--- config.mk ---
export PLATFORM = sky130hd
export DESIGN_NAME = ptds_cell
export DESIGN_NICKNAME = d
export VERILOG_FILES = /design/src/hdl/ptds_pkg.sv /design/src/hdl/ptds_cell.sv
export SDC_FILE = /design/constraint.sdc
export NUM_CORES = 1
export LEC_CHECK = 0
export BUFFER_PORTS_ARGS = -buffer_cell sky130_fd_sc_hd__buf_4
export CELL_PAD_IN_SITES_DETAIL_PLACEMENT = 0
export CELL_PAD_IN_SITES_GLOBAL_PLACEMENT = 2
export CORE_AREA = 4 4 239 194
export DETAILED_ROUTE_END_ITERATION = 6
export DIE_AREA = 0 0 243 198
export PLACE_DENSITY = 0.84
export SLEW_MARGIN = 10
export SYNTH_ARGS = -nofsm -noshare
export SYNTH_HDL_FRONTEND = slang
export SYNTH_SLANG_ARGS = --single-unit
export TNS_END_PERCENT = 30
--- constraint.sdc ---
create_clock -name clk -period 8.5 [get_ports clk]
set_clock_uncertainty 0.1 [all_clocks]
set_input_delay 0.425 -clock clk [delete_from_list [all_inputs] [get_ports clk]]
set_output_delay 0.425 -clock clk [all_outputs]
set_load 0.05 [all_outputs]
--- src/hdl/ptds_pkg.sv ---
`timescale 1ns / 1ps
// ----------------------------------------------------------------------------
// Periodic task scheduler package
// Shared types and constants for the periodic task due scheduler.
// ----------------------------------------------------------------------------
package ptds_pkg;

	localparam int MAX_RESULTS = 8;

	typedef enum logic [1:0] {
		OP_ADD    = 2'd0,
		OP_POLL   = 2'd1,
		OP_REPORT = 2'd2,
		OP_QUERY  = 2'd3
	} opcode_t;

	typedef enum logic [1:0] {
		KIND_ADD_ACK    = 2'd0,
		KIND_DUE        = 2'd1,
		KIND_REPORT_ACK = 2'd2,
		KIND_QUERY      = 2'd3
	} kind_t;

	typedef struct packed {
		opcode_t     opcode;
		logic [31:0] now_us;
		logic [31:0] period_value;
		logic        handler_present;
		logic [2:0]  slot_select;
		logic [31:0] exec_time;
	} req_t;

	typedef struct packed {
		kind_t       result_kind;
		logic        status;
		logic [2:0]  slot_index;
		logic        overran;
		logic [31:0] runs_done;
		logic [31:0] overruns_seen;
		logic [31:0] latest_exec;
		logic [31:0] peak_exec;
		logic [31:0] next_due;
		logic [3:0]  slots_used;
		logic        last_in_run;
	} rsp_t;

	typedef struct packed {
		logic load;
		logic poll_start;
		logic step;
		logic kill;
	} cell_ctl_t;

	typedef struct packed {
		logic        overran;
		logic [31:0] runs;
		logic [31:0] overruns;
		logic [31:0] latest;
		logic [31:0] peak;
		logic [31:0] due;
	} cell_res_t;

endpackage

--- src/hdl/ptds_cell.sv ---
`timescale 1ns / 1ps
// ----------------------------------------------------------------------------
// Task slot cell
// Holds one task slot and acts on the operation while it holds the token, for a poll only when the slot is due.
// ----------------------------------------------------------------------------
module ptds_cell import ptds_pkg::*; (
	input  logic        clk,
	input  logic        arst_n,
	input  cell_ctl_t   ctl,
	input  req_t        pkt,
	input  logic [31:0] start_now,
	input  logic        en,
	input  logic        inject,
	input  logic        tok_in,
	output logic        tok_out,
	output logic        tok,
	output logic        pend,
	output logic        act,
	output cell_res_t   res
);

	logic [31:0] due_time_q;
	logic [31:0] period_q;
	logic [31:0] runs_q;
	logic [31:0] overruns_q;
	logic [31:0] recent_q;
	logic [31:0] peak_q;
	logic        tok_q;
	logic        pend_q;
	logic        late_q;

	logic        is_poll;
	logic        fire;
	logic [31:0] diff;
	logic [31:0] base;
	logic [31:0] addend;
	logic [31:0] sum;
	cell_res_t   nx;
	logic [31:0] nx_period;

	assign is_poll = (pkt.opcode == OP_POLL);
	assign act     = tok_q & (~is_poll | pend_q);
	assign fire    = act & ctl.step;
	assign diff    = start_now - due_time_q;
	assign base    = (is_poll && !late_q) ? due_time_q : pkt.now_us;
	assign addend  = (pkt.opcode == OP_ADD) ? pkt.period_value : period_q;
	assign sum     = base + addend;

	always_comb begin
		nx.overran  = is_poll & late_q;
		nx.runs     = runs_q;
		nx.overruns = overruns_q;
		nx.latest   = recent_q;
		nx.peak     = peak_q;
		nx.due      = due_time_q;
		nx_period   = period_q;
		unique case (pkt.opcode)
			OP_ADD: begin
				nx_period = pkt.period_value;
				nx.due    = sum;
			end
			OP_POLL: begin
				nx.due  = sum;
				nx.runs = runs_q + 32'd1;
				if (late_q) begin
					nx.overruns = overruns_q + 32'd1;
				end
			end
			OP_REPORT: begin
				nx.latest = pkt.exec_time;
				if (pkt.exec_time > peak_q) begin
					nx.peak = pkt.exec_time;
				end
			end
			OP_QUERY: begin
			end
			default: begin
			end
		endcase
	end

	assign res     = nx;
	assign tok     = tok_q;
	assign pend    = pend_q;
	assign tok_out = tok_q & is_poll & ~(act & ~ctl.step);

	always_ff @(posedge clk or negedge arst_n) begin
		if (!arst_n) begin
			due_time_q <= '0;
			period_q   <= '0;
			runs_q     <= '0;
			overruns_q <= '0;
			recent_q   <= '0;
			peak_q     <= '0;
		end else if (fire) begin
			due_time_q <= nx.due;
			period_q   <= nx_period;
			runs_q     <= nx.runs;
			overruns_q <= nx.overruns;
			recent_q   <= nx.latest;
			peak_q     <= nx.peak;
		end
	end

	always_ff @(posedge clk or negedge arst_n) begin
		if (!arst_n) begin
			tok_q  <= 1'b0;
			pend_q <= 1'b0;
			late_q <= 1'b0;
		end else begin
			priority if (ctl.load) begin
				tok_q <= inject;
			end else if (ctl.kill) begin
				tok_q <= 1'b0;
			end else begin
				tok_q <= (tok_q & act & ~ctl.step) | tok_in;
			end
			priority if (ctl.poll_start) begin
				pend_q <= en & ~diff[31];
				late_q <= (diff >= period_q);
			end else if (fire && is_poll) begin
				pend_q <= 1'b0;
			end
		end
	end

endmodule

# == Yosys cells after proc, flatten, opt, wreduce, memory -nomap -nowiden ==
# Cells that the tools add are included.
# op_classes
addsub,4
n_lt_le_gt_ge,2
eq_ne,2
n_mux,11
bitwise_logic,15
n_reduce_logical,6
# op_table
operator,n
$mux 32,5
$mux 64,2
$add 32x1->32 const B,2
$add 32x32->32,1
$ge 32x32->1,1
$gt 32x32->1,1
$sub 32x32->32,1
$and 1x1->1,9
$mux 1,4
$not 1->1,4
$eq 2x1->1 const B,1
$eq 2x2->1 const B,1
$logic_and 1x1->1,2
$logic_not 2->1,1
$or 1x1->1,2
$reduce_bool 2->1,1
$reduce_or 2->1,1
$logic_not 1->1,1
# word_totals
regBits,195
in_bits,143
out_inout_bits,165

# == Longest topological paths before layout ==
# Gate-level depths: netlist of run 1.
# depth
depth_word,9
mapped_depth,19
mapped_depth_nobuf,19

# == Worst setup path after synthesis of run 1 ==
# No wires, ideal clock.
# synth_path
path_type,in2out
startpoint,input pkt[100] (netlist name)
endpoint,output res[30] (netlist name)
arrival_ns,4.770
required_ns,7.975
setup_slack_ns,3.205
path_stages,12
n_path_buf,2
cell_sequence,clkbuf_2 > nor3b_1 > clkbuf_1 > mux2_2 > ha_1 > a21o_1 > a21o_1 > a2111oi_0 > a211oi_1 > a21boi_2 > nor4b_1 > a311oi_1
# synth_lines
item,line_no,source
"start, declared",ptds_cell.sv:10,"input req_t pkt,"
"end, declared",ptds_cell.sv:19,output cell_res_t res

==> flow_metrics.tcl, run 1 <==
set metrics [dict create \
    seqCellArea_um2 4880 \
    worst_pin_slew_ns 1.20 \
    dp_hpwl_um 39800 \
    via_per_inst 5.23 \
    ys_seq_area_frac 0.310 \
    hp-class "input pin to register" \
    grt_overflow 0 \
    min_from "ctl[3]" \
    top_layer "met5" \
    dr_wl_met3_um 2530 \
    grt_pass1_vias 13500 \
    yosys_most_used_dff "dfrtp_1" \
    async_flop_share 1.00 \
    timing.fmax_mhz 177 \
    min_path_cells 2 \
    cts_tree "done" \
    cts-htree-levels 4 \
    critPathKind "input pin to primary output" \
    synth_edf_count 0 \
    ff2ff_path_depth 16 \
    grt_max_degree 86 \
    die_w_um 243 \
    synth_nets 2121 \
    final_common_cell "buf_4" \
    max_slew_margin 0.190 \
    avgSynthCellArea_um2 8.51 \
    vias 14100 \
    hold_violations 0 \
    hold_end "tok$_DFF_PN0_" \
    gp_congestion 0.893 \
    start_kind "input pin" \
    mostFrequentLayoutCells "buf_4 (315), nand2_1 (285), dfrtp_1 (195)" \
    port_buffers 303 \
    cts_made_buffers 17 \
    clkLatencyLatePin_ns 0.47 \
    ctsLongestPathBuffers 2 \
    syn_area_um2 15700 \
    fillers 4427 \
    ir_drop_uv 203 \
    synth.distinct_cells 75 \
    fin_util 0.435 \
    worst-r2r-setup-slack_ns 3.38 \
    wl_met2_um 22700 \
    postCtsSetupBuffers 0 \
    period_minus_slack_ns 5.66 \
    crit_required_ns 7.98 \
    syn_inst 1848 \
    multi_input_area_um2 10100 \
    end_kind "primary output" \
    timing.rr.end "late_q$_DFFE_PN0P_" \
    grt_antenna_before_repair 2 \
    met1_length_um 25400 \
    yosys_warnings 0 \
    place_worst_setup_slack_ns 2.88 \
    final_area_um2 19200 \
    drt_iter0_drc 1210 \
    cts.sinks 195 \
    finalCritPeriodShare 0.666 \
    fin_nets 2383 \
    rsz0062_at_grt "false" \
    start_util 0.357 \
    area_growth_pct 21.9 \
    leakage_nw 9.68 \
    ant_nets 0 \
    drive_gt1_frac 0.238 \
    ios 308 \
    rr_startpoint "due_time_q[1]$_DFFE_PN0P_" \
    grt_pass1_wl_um 79400 \
    root_buffer "clkbuf_16" \
    wirelength_um 51400 \
    power_density_nw_per_um2 347 \
    status "finished, final reports clean" \
    cp.arrival_ns 5.14 \
    layout_setup_ws_ns 2.84 \
    cap_violations 0 \
    crit_chain "buf_4 -> nor2_4 -> buf_4 -> o21ai_0 -> ha_1 -> a21oi_1 -> o21ai_0 -> a2111oi_0 -> a211oi_1 -> buf_4 -> a21boi_2 -> nor4b_1 -> a311oi_1 -> buf_4" \
    placed_area_um2 18500 \
    slowest_delay_ns 0.60 \
    slowest_stage "a2111oi_0" \
    setup_tns_ns 0 \
    setup_viol 0 \
    drv_slew 0 \
    synth_seq_cells 195 \
    clkSlewWorstSetupHoldPaths_ns 0.08 \
    track_usage 0.210 \
    die-area_um2 48100 \
    die_y_um 198 \
    rows 69 \
    wl_per_cell_um 19.1 \
    core_um2 44000 \
    cp_max_fo 67 \
    firstDrtPassIters 6 \
    drc 0 \
    cpMostUsedCell "buf_4" \
]
-- synth_stat cells, drive strengths merged, types with 9 or more instances --
master  number  share of area
nand2      286          0.068
dfrtp      195           0.31
nor2       155          0.037
mux2       134           0.10
ha         128           0.10
o21ai      122          0.039
a21oi      113          0.036
inv        113          0.027
xor2       105          0.058
xnor2       71          0.040
clkbuf      56          0.013
a21o        43          0.021
nand3       40          0.013
nand4       39          0.016
nor3        30         0.0099
and3        24         0.0096
buf         19         0.0066
o21a        14         0.0067
o21bai      12         0.0057
a211oi      11         0.0053
nor2b       11         0.0044
a31oi        9         0.0040
o31ai        9         0.0046
-- through the flow --
step / total power, mW / instances / hold WS [ns]
final: 6.66 / 2692 / 0.0424
after CTS: 6.68 / 2691 / 0.00655
after global placement: 5.69 / 2657 / 0.353
after floorplan: 4.48 / 1848 / 0.0294
after detailed placement: 5.73 / 2657 / 0.358
after global routing: 7.15 / 2692 / 0.0223
-- how the worst max path moves through the flow --
stage,start,to,slack [ns],cells past startpoint
finish,pkt[101],res[30],2.84,14
global route,pkt[101],res[30],2.40,14
CTS,pkt[101],res[30],2.84,14
detailed placement,pkt[101],res[30],2.88,14
global placement,pkt[101],res[30],2.92,14
floorplan,pkt[100],res[30],3.20,12
-- logic make-up (layout without fill, tap and decap cells) --
family | after synthesis | in the layout | share of synthesized area
xor+xnor | 176 | 176 | 0.0981
fa+ha+maj | 130 | 130 | 0.104
flops | 195 | 195 | 0.310
other cells | 0 | 1 | 0
mux | 139 | 139 | 0.106
simple gates | 632 | 632 | 0.181
buf+inv | 188 | 463 | 0.0470
compound gates | 388 | 388 | 0.153
-- registers in the layout (all words and copies together) (netlist names) --
name        count
due_time_q     32
late_q          1
overruns_q     32
peak_q         32
pend            1
period_q       32
recent_q       32
runs_q         32
tok             1
-- worst max-delay path, delay by kind of cell --
kind | cells | cell delay (ns)
AOI/OAI and AO/OA | 7 | 2.19
adders and majority gates | 1 | 0.44
and+or+nand+nor | 2 | 0.68
buffers and inverters | 4 | 1.31
-- what timing repair did --
item / 4_1_cts / 5_1_grt
hold buffers: 2 / 0
endpoints found under the setup margin: 0 / 0
gates resized for setup: 0 / 0
endpoints found under the hold margin: 84 / 0
-- area by class of cell --
cell class | count | share of cell area
tap | 568 | 0.0371
clock inverter | 15 | 0.0108
multi-input combinational | 1465 | 0.528
sequential | 195 | 0.255
inverter | 113 | 0.0221
clock buffer | 17 | 0.0222
timing repair buffer | 318 | 0.125
antenna | 1 | 0.000131
-- routing by layer --
metal | up-vias | global-route usage
met1 | 6732 | 0.310
met4 | 2 | 0.0374
li1 | 6958 | -
met2 | 341 | 0.324
met5 | - | 0
met3 | 39 | 0.0395
-- where the power goes --
group	leakage [nW]	internal, mW	total, mW	switching [mW]
clock	0.309	0.454	0.897	0.442
sequential	2.48	1.20	1.40	0.202
combinational	6.89	1.59	4.36	2.77
Note: power is estimated with default switching activity, not from simulation.
==> inputs of run 2 (changes only) <==
CORE_AREA = 4 4 246 200   (was 4 4 239 194)
DIE_AREA = 0 0 250 204   (was 0 0 243 198)
PLACE_DENSITY = 0.8   (was 0.84)
clock period = 5.4 ns   (was 8.5 ns; I/O delays follow)
==> run 2 against run 1 <==
  * Power is 57% higher
  * Routed wire length grew 2.3%
  * Critical path type is now register to primary output
  * Via count is 0.72% higher
  * Critical endpoint is now res[25]
  * Cell count grew 3.5%
  * Non-clock buffer count increased by 43
  * Clock power grew 53%
==> flow_metrics.tcl, run 2 (synthesis gave the netlist of run 1 again) <==
set metrics [dict create \
    ctsLongestPathBuffers 2 \
    rows 71 \
    cap_violations 0 \
    leakage_nw 9.86 \
    slowest_stage "dfrtp_1" \
    die_y_um 204 \
    wl_per_cell_um 18.9 \
    area_growth_pct 25.1 \
    port_buffers 303 \
    clkSlewWorstSetupHoldPaths_ns 0.08 \
    dpl.cell_count 2716 \
    root_buffer "clkbuf_16" \
    cpMostUsedCell "buf_4" \
    mostFrequentLayoutCells "buf_4 (319), nand2_1 (285), dfrtp_1 (195)" \
    cts.sinks 195 \
    crit_chain "nor3b_2 -> buf_4 -> mux2_2 -> ha_1 -> nand3_1 -> o211ai_1 -> a31oi_1 -> o31ai_2 -> a31oi_4 -> o311a_1 -> nor3_1 -> buf_4" \
    grt_antenna_before_repair 0 \
    cts_tree "done" \
    gp_congestion 0.891 \
    dp_hpwl_um 40400 \
    end_kind "primary output" \
    firstDrtPassIters 5 \
    num_antenna_cells 0 \
    drive_gt1_frac 0.236 \
    vias 14200 \
    hold_violations 0 \
    setup_viol 0 \
    critPathKind "register to primary output" \
    start_util 0.337 \
    fin_nets 2426 \
    die-area_um2 51000 \
    rsz0062_at_grt "false" \
    wirelength_um 52600 \
    period_minus_slack_ns 5.11 \
    min_from "pkt[36]" \
    cp_top_family "compound AO/OA/AOI/OAI gates" \
    ios 308 \
    cts-htree-levels 4 \
    setup.worst_path.start "late_q$_DFFE_PN0P_" \
    crit_required_ns 5.03 \
    slowest_delay_ns 0.49 \
    grt_pass1_wl_um 82100 \
    grt_pass1_vias 14000 \
    cp_max_fo 15 \
    final_common_cell "buf_4" \
    setup_tns_ns 0 \
    ir_drop_uv 294 \
    track_usage 0.204 \
    rr_startpoint "due_time_q[1]$_DFFE_PN0P_" \
    via_per_inst 5.09 \
    grt_overflow 0 \
    drc 0 \
    finalCritPeriodShare 0.947 \
    ant_nets 0 \
    clkLatencyLatePin_ns 0.47 \
    grt_max_degree 101 \
    core_um2 46600 \
    cp.arrival_ns 4.74 \
    drt_iter0_drc 882 \
    finalNonFillerCells 2786 \
    cts_made_buffers 17 \
    start_kind "register" \
    timing.fmax_mhz 196 \
    die_w_um 250 \
    drv_slew 0 \
    power_density_nw_per_um2 531 \
    hp-class "input pin to register" \
    worst_pin_slew_ns 1.18 \
    max_slew_margin 0.210 \
    status "finished, final reports clean" \
    path_buf_inv 2 \
]
## run 2: where the power goes
| group | switching [mW] | leakage (nW) | internal (mW) |
|---|---|---|---|
| registers | 0.336 | 2.48 | 1.89 |
| clock network | 0.650 | 0.286 | 0.717 |
| logic | 4.30 | 7.09 | 2.55 |
| total | 5.28 | 9.86 | 5.16 |
## run 2: worst min-delay path: stages
cell and delay [ns]:
buf_4 0.08, mux2_2 0.17, nand2_1 0.05, nand2_1 0.05
## run 2: stage by stage
stage                     utilization  hold WS (ns)  cell area (um^2)  setup slack [ns]  power (mW)
final                           0.422        0.0811             19700             0.287        10.4
after detailed placement        0.400         0.343             18700             0.608        9.01
after floorplan                     -        -0.126             15700             0.415        7.06
after global routing            0.422        0.0681             19700            0.0291        11.3
after global placement          0.400         0.336             18700             0.659        8.94
after CTS                       0.421        0.0439             19600            0.0888        10.5
## run 2: cell type report
type / instances / area (um^2)
timing repair buffer: 361 / 2840
inverter: 113 / 424
sequential: 195 / 4880
clock buffer: 20 / 457
tap: 620 / 776
clock inverter: 12 / 143
fill: 4720 / 27000
multi-input combinational: 1465 / 10100
## run 2: path summary, 6_finish.rpt
kind / slack, ns / to / cells past startpoint
worst max-delay path: 0.29 / res[25] / 12
worst max register to register: 0.52 / late_q$_DFFE_PN0P_ / 16
min in group asynchronous: 0.33 / runs_q[20]$_DFFE_PN0P_ / 2
worst min-delay path: 0.08 / period_q[0]$_DFFE_PN0P_ / 4
max in group asynchronous: 3.73 / due_time_q[20]$_DFFE_PN0P_ / 3
worst min register to register: 0.37 / recent_q[17]$_DFFE_PN0P_ / 2
## run 2: timing repair
action                                  CTS  global route
hold endpoints to repair                130             0
setup buffers                             0             0
endpoints found under the setup margin    0             5
gates resized for setup                   0             4
hold buffers                             38             0
## run 2: metal layers
metal,vias up,global-route usage,part of all wire
met5,-,0,0
li1,7027,-,-
met4,0,0.0339,0.0098
met1,6817,0.298,0.49
met3,27,0.0317,0.039
met2,303,0.324,0.46
